--- src/hw/rtl/nbt_pkg.sv ---
// Shared types and constants for the nearest box table.
// Depends on nothing; used by every module of the block and by its checker.
package nbt_pkg;

    localparam int unsigned NBT_MAX_BOXES  = 64;
    localparam int unsigned NBT_COORD_BITS = 12;
    localparam int unsigned NBT_IDX_W      = 10;  // enough for the largest table
    localparam logic [8:0]  NBT_CLASS_RST  = 9'd80;

    typedef enum logic [1:0] {
        REQ_ADD    = 2'd0,
        REQ_CLEAR  = 2'd1,
        REQ_CHANGE = 2'd2,
        REQ_REMOVE = 2'd3
    } t_req;

    typedef enum logic [1:0] {
        ST_OK      = 2'd0,
        ST_EMPTY   = 2'd1,
        ST_FULL    = 2'd2,
        ST_INVALID = 2'd3
    } t_status;

    typedef enum logic [2:0] {
        CMD_HOLD,
        CMD_ROTATE,
        CMD_ADD,
        CMD_LABEL,
        CMD_REMOVE
    } t_cmd_op;

    typedef struct packed {
        t_cmd_op              op;
        logic [NBT_IDX_W-1:0] idx;
    } t_cell_cmd;

endpackage

--- src/hw/rtl/nearest_box_table.sv ---
// Nearest box table. Add and clear, and change or remove on an empty table, go
// straight to the finish state, where their result is registered; change label and
// remove nearest first make one full rotation of the entry row and drain the
// distance pipeline before the result is registered. A stalled result holds the
// block; the next item is accepted the cycle after the result is registered.
// Reset (synchronous, active low) empties the table and sets the class count to 80.
module nearest_box_table #(
    parameter int unsigned MAX_BOXES  = nbt_pkg::NBT_MAX_BOXES,
    parameter int unsigned COORD_BITS = nbt_pkg::NBT_COORD_BITS
) (
    input  logic                  i_clk,
    input  logic                  i_rst_n,
    input  logic                  i_cfg_valid,
    output logic                  o_cfg_ready,
    input  logic [8:0]            i_cfg_data,
    input  logic                  i_in_valid,
    output logic                  o_in_ready,
    input  logic [1:0]            i_req_type,
    input  logic [COORD_BITS-1:0] i_coord_a,
    input  logic [COORD_BITS-1:0] i_coord_b,
    input  logic [COORD_BITS-1:0] i_coord_c,
    input  logic [COORD_BITS-1:0] i_coord_d,
    input  logic                  i_center_form,
    input  logic [7:0]            i_box_label,
    input  logic [COORD_BITS-1:0] i_point_x,
    input  logic [COORD_BITS-1:0] i_point_y,
    input  logic signed [8:0]     i_label_step,
    output logic                  o_out_valid,
    input  logic                  i_out_ready,
    output logic [1:0]            o_status,
    output logic [7:0]            o_new_label,
    output logic [6:0]            o_entry_count
);
    import nbt_pkg::*;

    // The table is a ring of cells. A search rotates the ring once, so each
    // entry in turn sits in cell 0 and is fed into the distance pipeline. After
    // a full turn every entry is back in its place and the winner is known by
    // index; the final update is then a single command on which each cell decides by
    // its own position. Only the top-left corner is stored: the far corner
    // never bears on a result.

    localparam int unsigned CW = $clog2(MAX_BOXES + 1);
    localparam int unsigned SCW = $clog2(MAX_BOXES + 2);

    typedef enum logic [1:0] {
        S_IDLE,
        S_SCAN,
        S_FINISH
    } t_state;

    t_state                 r_state;
    logic [CW-1:0]          r_count;
    logic [SCW-1:0]         r_step;
    logic [8:0]             r_class;

    logic                   r_out_valid;
    logic [1:0]             r_status;
    logic [7:0]             r_new_label;
    logic [6:0]             r_out_count;

    // Latched item.
    t_req                   r_req;
    logic [COORD_BITS-1:0]  r_a, r_b, r_c, r_d, r_px, r_py;
    logic                   r_center;
    logic [7:0]             r_label;
    logic signed [8:0]      r_lstep;

    logic signed [COORD_BITS:0] cell_x [MAX_BOXES];
    logic signed [COORD_BITS:0] cell_y [MAX_BOXES];
    logic [7:0]                 cell_lab [MAX_BOXES];

    t_cell_cmd              cmd;
    logic signed [COORD_BITS:0] new_x, new_y;
    logic [7:0]             new_lab;

    logic [NBT_IDX_W-1:0]   best_idx;
    logic [7:0]             best_lab;
    logic                   scan_valid;
    logic                   rotating;

    logic                   out_free;
    logic                   in_fire;
    logic                   bad_box;
    logic                   full;
    logic signed [9:0]      label_sum;
    logic [7:0]             wrapped;

    logic [1:0]             n_status;
    logic [7:0]             n_new_label;
    logic [CW-1:0]          n_count;

    assign o_cfg_ready   = 1'b1;
    assign o_in_ready    = (r_state == S_IDLE);
    assign in_fire       = i_in_valid && o_in_ready;
    assign out_free      = !r_out_valid || i_out_ready;
    assign o_out_valid   = r_out_valid;
    assign o_status      = r_status;
    assign o_new_label   = r_new_label;
    assign o_entry_count = r_out_count;

    assign rotating   = (r_state == S_SCAN) && (SCW'(r_step) < SCW'(MAX_BOXES));
    assign scan_valid = rotating && (SCW'(r_step) < SCW'(r_count));

    assign bad_box = (r_a == '0) || (r_b == '0) || (r_c == '0) || (r_d == '0);
    assign full    = (r_count == CW'(MAX_BOXES));

    // Label change with wrap: below zero goes to the top class, past it to zero.
    assign label_sum = signed'({2'b00, best_lab}) + 10'(r_lstep);
    always_comb begin
        if (label_sum[9]) begin
            wrapped = 8'(r_class - 9'd1);
        end else if (label_sum[8:0] >= r_class) begin
            wrapped = 8'd0;
        end else begin
            wrapped = label_sum[7:0];
        end
    end

    // Geometry of a new box: centre form subtracts half the size, corner
    // form takes the smaller of each pair.
    always_comb begin
        if (r_center) begin
            new_x = signed'({1'b0, r_a}) - signed'({2'b00, r_c[COORD_BITS-1:1]});
            new_y = signed'({1'b0, r_b}) - signed'({2'b00, r_d[COORD_BITS-1:1]});
        end else begin
            new_x = signed'({1'b0, (r_a < r_c) ? r_a : r_c});
            new_y = signed'({1'b0, (r_b < r_d) ? r_b : r_d});
        end
        new_lab = (r_req == REQ_ADD) ? r_label : wrapped;
    end

    always_comb begin
        cmd.op  = CMD_HOLD;
        cmd.idx = '0;
        if (rotating) begin
            cmd.op = CMD_ROTATE;
        end else if (r_state == S_FINISH && out_free) begin
            unique case (r_req)
                REQ_ADD: begin
                    if (!bad_box && !full) begin
                        cmd.op  = CMD_ADD;
                        cmd.idx = NBT_IDX_W'(r_count);
                    end
                end
                REQ_CHANGE: begin
                    if (r_count != '0) begin
                        cmd.op  = CMD_LABEL;
                        cmd.idx = best_idx;
                    end
                end
                REQ_REMOVE: begin
                    if (r_count != '0) begin
                        cmd.op  = CMD_REMOVE;
                        cmd.idx = best_idx;
                    end
                end
                default: ;
            endcase
        end
    end

    // Result of the item being finished and the entry count it leaves behind.
    always_comb begin
        n_status    = ST_OK;
        n_new_label = 8'd0;
        n_count     = r_count;
        unique case (r_req)
            REQ_ADD: begin
                if (bad_box) begin
                    n_status = ST_INVALID;
                end else if (full) begin
                    n_status = ST_FULL;
                end else begin
                    n_count = r_count + 1'b1;
                end
            end
            REQ_CLEAR: begin
                n_count = '0;
            end
            REQ_CHANGE: begin
                if (r_count == '0) begin
                    n_status = ST_EMPTY;
                end else begin
                    n_new_label = wrapped;
                end
            end
            REQ_REMOVE: begin
                if (r_count == '0) begin
                    n_status = ST_EMPTY;
                end else begin
                    n_count = r_count - 1'b1;
                end
            end
            default: ;
        endcase
    end

    for (genvar k = 0; k < MAX_BOXES; k++) begin : g_cell
        nbt_cell #(
            .COORD_BITS(COORD_BITS),
            .POS       (k)
        ) u_cell (
            .i_clk    (i_clk),
            .i_cmd    (cmd),
            .i_nb_x   (cell_x[(k + 1) % MAX_BOXES]),
            .i_nb_y   (cell_y[(k + 1) % MAX_BOXES]),
            .i_nb_lab (cell_lab[(k + 1) % MAX_BOXES]),
            .i_new_x  (new_x),
            .i_new_y  (new_y),
            .i_new_lab(new_lab),
            .o_x      (cell_x[k]),
            .o_y      (cell_y[k]),
            .o_lab    (cell_lab[k])
        );
    end

    nbt_dist #(
        .COORD_BITS(COORD_BITS)
    ) u_dist (
        .i_clk     (i_clk),
        .i_rst_n   (i_rst_n),
        .i_valid   (scan_valid),
        .i_idx     (NBT_IDX_W'(r_step)),
        .i_x       (cell_x[0]),
        .i_y       (cell_y[0]),
        .i_lab     (cell_lab[0]),
        .i_px      (r_px),
        .i_py      (r_py),
        .o_best_idx(best_idx),
        .o_best_lab(best_lab)
    );

    always_ff @(posedge i_clk) begin
        if (!i_rst_n) begin
            r_state     <= S_IDLE;
            r_count     <= '0;
            r_step      <= '0;
            r_class     <= NBT_CLASS_RST;
            r_out_valid <= 1'b0;
        end else begin
            if (i_cfg_valid) begin
                r_class <= i_cfg_data;
            end
            if (r_state == S_FINISH && out_free) begin
                r_out_valid <= 1'b1;
            end else if (i_out_ready) begin
                r_out_valid <= 1'b0;
            end
            unique case (r_state)
                S_IDLE: begin
                    r_step <= '0;
                    if (in_fire) begin
                        if ((i_req_type == REQ_CHANGE || i_req_type == REQ_REMOVE)
                            && r_count != '0) begin
                            r_state <= S_SCAN;
                        end else begin
                            r_state <= S_FINISH;
                        end
                    end
                end
                S_SCAN: begin
                    r_step <= r_step + 1'b1;
                    // After the last rotation the state stays here until the pipeline has drained.
                    if (r_step == SCW'(MAX_BOXES + 1)) begin
                        r_state <= S_FINISH;
                    end
                end
                S_FINISH: begin
                    if (out_free) begin
                        r_state     <= S_IDLE;
                        r_status    <= n_status;
                        r_new_label <= n_new_label;
                        r_count     <= n_count;
                        r_out_count <= 7'(n_count);
                    end
                end
                default: r_state <= S_IDLE;
            endcase
        end
        if (in_fire) begin
            r_req    <= t_req'(i_req_type);
            r_a      <= i_coord_a;
            r_b      <= i_coord_b;
            r_c      <= i_coord_c;
            r_d      <= i_coord_d;
            r_center <= i_center_form;
            r_label  <= i_box_label;
            r_px     <= i_point_x;
            r_py     <= i_point_y;
            r_lstep  <= i_label_step;
        end
    end

endmodule

--- src/hw/rtl/nbt_cell.sv ---
// One entry of the box table: top-left corner and label.
// Depends on nbt_pkg for the command struct broadcast to every entry.
module nbt_cell #(
    parameter int unsigned COORD_BITS = nbt_pkg::NBT_COORD_BITS,
    parameter int unsigned POS        = 0
) (
    input  logic                         i_clk,
    input  nbt_pkg::t_cell_cmd           i_cmd,
    input  logic signed [COORD_BITS:0]   i_nb_x,
    input  logic signed [COORD_BITS:0]   i_nb_y,
    input  logic [7:0]                   i_nb_lab,
    input  logic signed [COORD_BITS:0]   i_new_x,
    input  logic signed [COORD_BITS:0]   i_new_y,
    input  logic [7:0]                   i_new_lab,
    output logic signed [COORD_BITS:0]   o_x,
    output logic signed [COORD_BITS:0]   o_y,
    output logic [7:0]                   o_lab
);
    import nbt_pkg::*;

    logic hit;
    logic at_or_after;

    assign hit         = (i_cmd.idx == NBT_IDX_W'(POS));
    assign at_or_after = (NBT_IDX_W'(POS) >= i_cmd.idx);

    // Rotation and removal both take the neighbour's entry; removal only from
    // the removed position onwards, which keeps the order of the others.
    always_ff @(posedge i_clk) begin
        case (i_cmd.op)
            CMD_ROTATE: begin
                o_x   <= i_nb_x;
                o_y   <= i_nb_y;
                o_lab <= i_nb_lab;
            end
            CMD_REMOVE: begin
                if (at_or_after) begin
                    o_x   <= i_nb_x;
                    o_y   <= i_nb_y;
                    o_lab <= i_nb_lab;
                end
            end
            CMD_ADD: begin
                if (hit) begin
                    o_x   <= i_new_x;
                    o_y   <= i_new_y;
                    o_lab <= i_new_lab;
                end
            end
            CMD_LABEL: begin
                if (hit) begin
                    o_lab <= i_new_lab;
                end
            end
            default: ;
        endcase
    end

endmodule

--- src/hw/rtl/nbt_dist.sv ---
// Distance pipeline at the head of the entry row: squared distance and running minimum.
// Depends on nbt_pkg for the index width.
module nbt_dist #(
    parameter int unsigned COORD_BITS = nbt_pkg::NBT_COORD_BITS
) (
    input  logic                                i_clk,
    input  logic                                i_rst_n,
    input  logic                                i_valid,
    input  logic [nbt_pkg::NBT_IDX_W-1:0]       i_idx,
    input  logic signed [COORD_BITS:0]          i_x,
    input  logic signed [COORD_BITS:0]          i_y,
    input  logic [7:0]                          i_lab,
    input  logic [COORD_BITS-1:0]               i_px,
    input  logic [COORD_BITS-1:0]               i_py,
    output logic [nbt_pkg::NBT_IDX_W-1:0]       o_best_idx,
    output logic [7:0]                          o_best_lab
);
    import nbt_pkg::*;

    localparam int unsigned DW = COORD_BITS + 2;
    localparam int unsigned SW = 2 * DW;

    logic                     r_v1, r_v2;
    logic [NBT_IDX_W-1:0]     r_idx1, r_idx2;
    logic [7:0]               r_lab1, r_lab2;
    logic signed [DW-1:0]     r_dx, r_dy;
    logic signed [SW-1:0]     r_sx, r_sy;
    logic [SW:0]              r_best_d;
    logic [SW:0]              sq_sum;

    assign sq_sum = {1'b0, r_sx} + {1'b0, r_sy};

    always_ff @(posedge i_clk) begin
        if (!i_rst_n) begin
            r_v1 <= 1'b0;
            r_v2 <= 1'b0;
        end else begin
            r_v1 <= i_valid;
            r_v2 <= r_v1;
        end
        r_idx1 <= i_idx;
        r_lab1 <= i_lab;
        r_dx   <= DW'(i_x) - signed'({2'b00, i_px});
        r_dy   <= DW'(i_y) - signed'({2'b00, i_py});
        r_idx2 <= r_idx1;
        r_lab2 <= r_lab1;
        r_sx   <= r_dx * r_dx;
        r_sy   <= r_dy * r_dy;
        // The earliest entry wins a tie: only a strictly smaller distance replaces it.
        if (r_v2 && (r_idx2 == '0 || sq_sum < r_best_d)) begin
            r_best_d   <= sq_sum;
            o_best_idx <= r_idx2;
            o_best_lab <= r_lab2;
        end
    end

endmodule

--- config.mk ---
export PLATFORM = sky130hd
export DESIGN_NAME = nearest_box_table
export DESIGN_NICKNAME = d
export VERILOG_FILES = /design/src/hw/rtl/nbt_pkg.sv /design/src/hw/rtl/nearest_box_table.sv /design/src/hw/rtl/nbt_cell.sv /design/src/hw/rtl/nbt_dist.sv
export SDC_FILE = /design/constraint.sdc
export NUM_CORES = 2
export LEC_CHECK = 0
export BUFFER_PORTS_ARGS = -buffer_cell sky130_fd_sc_hd__buf_2
export CAP_MARGIN = 20
export CORE_MARGIN = 2
export CORE_UTILIZATION = 60
export DETAILED_ROUTE_END_ITERATION = 6
export GPL_TIMING_DRIVEN = 0
export PLACE_DENSITY = 0.76
export REMOVE_ABC_BUFFERS = 1
export SLEW_MARGIN = 20
export SYNTH_ARGS = -nofsm -noshare
export SYNTH_HDL_FRONTEND = slang
export SYNTH_SLANG_ARGS = --single-unit
export TNS_END_PERCENT = 30
--- constraint.sdc ---
create_clock -name i_clk -period 14.66 [get_ports i_clk]
set_input_delay 2.199 -clock i_clk [delete_from_list [all_inputs] [get_ports i_clk]]
set_output_delay 2.199 -clock i_clk [all_outputs]
set_load 0.005 [all_outputs]
==> out/qor.yml <==
timing:
  final_max_slew_viol_count: 0
  fin_crit_sh: 0.512
  rsz0062_at_grt: "false"
  fin_skew_ns: 0.0670
  tightest_slew_ns: 1.11
  finalSetupViolCount: 0
  fmax_mhz: 133
  tns_ns: 0
  slew_headroom: 0.255
  hold_violations: 0
  post-route-min-period_ns: 7.50
drt:
  wirelength_um: 261000
  final_antenna_net_count: 0
  initialDrtViolationCount: 6729
  dr.pass1.iters: 7
  vias: 70300
  drc: 13
  vias_per_cell: 6.02
  wl_per_cell_um: 22.3
yosys:
  synth_edf_count: 2329
  seq_area_frac_synth: 0.630
  synth_area_um2: 115000
  yosysWarnings: 0
  synthDistinctLibCells: 83
  avgSynthCellArea_um2: 12.8
  synth_cells: 8994
  ys_seq_elements: 2469
  synth_ff_type: "edfxtp_1"
  synth-async-reset-ratio: 0
final_layout:
  final_cell_mix: "edfxtp_1, a21o_1, nand2_1"
  layout-drive-gt1-share: 0.0971
  fillers: 13100
  final_common_cell: "edfxtp_1"
  nets: 9693
  synthToLayoutAreaGrowth_pct: 12.7
cts:
  cts-root-buf: "clkbuf_16"
  htree_levels: 4
  clock_sinks: 2469
  clk_path_buf_depth: 3
  hold_buffers: 0
  cts.clk_slew.worst_paths_ns: 0.07
  cts_made_buffers: 233
  post_cts_buffers: 0
  cts_resized: 0
  insertion_delay_ns: 0.89
  cts_tree: "built"
die:
  die_x_um: 443
  core_um2: 192000
  die_area_um2: 196000
  die_y_um: 443
  ios: 126
  start_util: 0.602
  num_rows: 161
run:
  drv_cap: 0
status:
  status: "finished, violations left"
  violations: "design-rule violations"
critical_path:
  critical_path.most_common_cell: "inv_1"
  max_stage_delay_ns: 0.87
  worstPathArrival_ns: 8.23
  worstSetupPathType: "reg2reg"
  crit_path_end_kind: "flop"
  critPathRequiredTime_ns: 15.39
  slowest_stage: "dfxtp_1"
  critical_path.startpoint_type: "flop"
  critPathMaxFanout: 17
place:
  dpl.hpwl_um: 183000
  place_congestion: 0.918
  port_buffers: 124
worst_hold_path:
  min_path_type: "reg2reg"
global_routing:
  grt_pass1_vias: 71900
  grt_pass1_wl_um: 413000
  grt_max_degree: 166
  grt-ovfl-total: 0
  antenna_found_initial: 12
  grt_usage: 0.268
==> state kept, by name, indices dropped and copies added, names as in the netlist, 14 cells and up <==
name                 count
g_cell.u_cell.o_lab    512
g_cell.u_cell.o_x      832
g_cell.u_cell.o_y      832
u_dist.r_best_d         29
u_dist.r_dx             14
u_dist.r_dy             14
u_dist.r_sx             27
u_dist.r_sy             27
==> routing by layer <==
| metal | global-route usage | up-vias | wire length (µm) |
|---|---|---|---|
| li1 | - | 32000 | - |
| met1 | 0.371 | 35700 | 110000 |
| met2 | 0.442 | 2279 | 128000 |
| met3 | 0.0429 | 441 | 16600 |
| met4 | 0.0796 | 2 | 7080 |
| met5 | 0 | - | 13 |
==> synthesized netlist by cell type, drive strengths merged, types with 16 or more instances <==
library cell	count	area share
fa	352	0.061
a21oi	271	0.012
buf	204	0.0094
a211oi	23	0.0022
a21o	1396	0.091
inv	632	0.021
nor2	290	0.0094
ha	281	0.030
nor3	38	0.0018
edfxtp	2329	0.61
mux2i	21	0.0018
xor2	38	0.0029
a31oi	22	0.0014
dfxtp	140	0.024
and2	91	0.0049
o211ai	19	0.0012
clkbuf	441	0.014
a21boi	23	0.0015
nor2b	60	0.0033
xnor2	103	0.0078
nand3	123	0.0053
o21a	19	0.0012
nand2	1058	0.034
o31ai	135	0.0088
o21ai	677	0.029
nor4	16	0.0011
nand2b	25	0.0014
==> critical path: cells and delay by family, from the launching register on <==
kind | cells | cell delay (ns)
AOI/OAI and AO/OA | 8 | 1.97
xor gates and xnor gates | 1 | 0.22
adders and majority gates | 7 | 3.18
buffers and inverters | 7 | 0.65
DFF | 1 | 0.87
and+or+nand+nor | 2 | 0.47
==> worst paths after layout <==
check | start | to | slack [ns] | depth (start not counted)
max | u_dist.r_dy[2] | u_dist.r_sy[26] | 7.16 | 25
min | u_dist.r_idx1[3] | u_dist.r_idx2[3] | 0.32 | 0
max reg2reg | u_dist.r_dy[2] | u_dist.r_sy[26] | 7.16 | 25
min reg2reg | u_dist.r_idx1[3] | u_dist.r_idx2[3] | 0.32 | 0
==> cell families after synthesis <==
kind of cell / after synthesis / share of synthesized area
compound gates: 2684 / 0.156
simple gates: 1761 / 0.0652
xor+xnor: 141 / 0.0107
flops: 2469 / 0.630
mux: 26 / 0.00231
buf+inv: 1278 / 0.0443
fa+ha+maj: 633 / 0.0915
other cells: 2 / 0.0000650
==> stage by stage <==
step	std cells	setup slack [ns]	utilization	hold slack, ns	cell area [µm²]
2_1_floorplan	8352	-17.96	-	0.310	113000
3_3_place_gp	11000	-43.34	0.607	0.312	117000
3_5_place_dp	11200	7.16	0.637	0.312	122000
4_1_cts	11700	7.13	0.678	0.327	130000
5_1_grt	11700	6.69	0.678	0.328	130000
6_report	11700	7.16	0.678	0.325	130000
==> layout make-up <==
type | instances | area [µm²] | area share
inverters | 633 | 2380 | 0.0183
diodes | 10 | 25.0 | 0.000192
repair buffers | 367 | 5260 | 0.0404
clock inverters | 163 | 1770 | 0.0136
multi-input cells | 5250 | 38800 | 0.298
flip-flops and latches | 2469 | 72700 | 0.559
clock buffers | 275 | 6070 | 0.0466
well taps | 2526 | 3160 | 0.0243
Power is left out: the tool's default activity adds up to more than one toggle a clock period on the data nets, which glitch-free logic cannot reach.
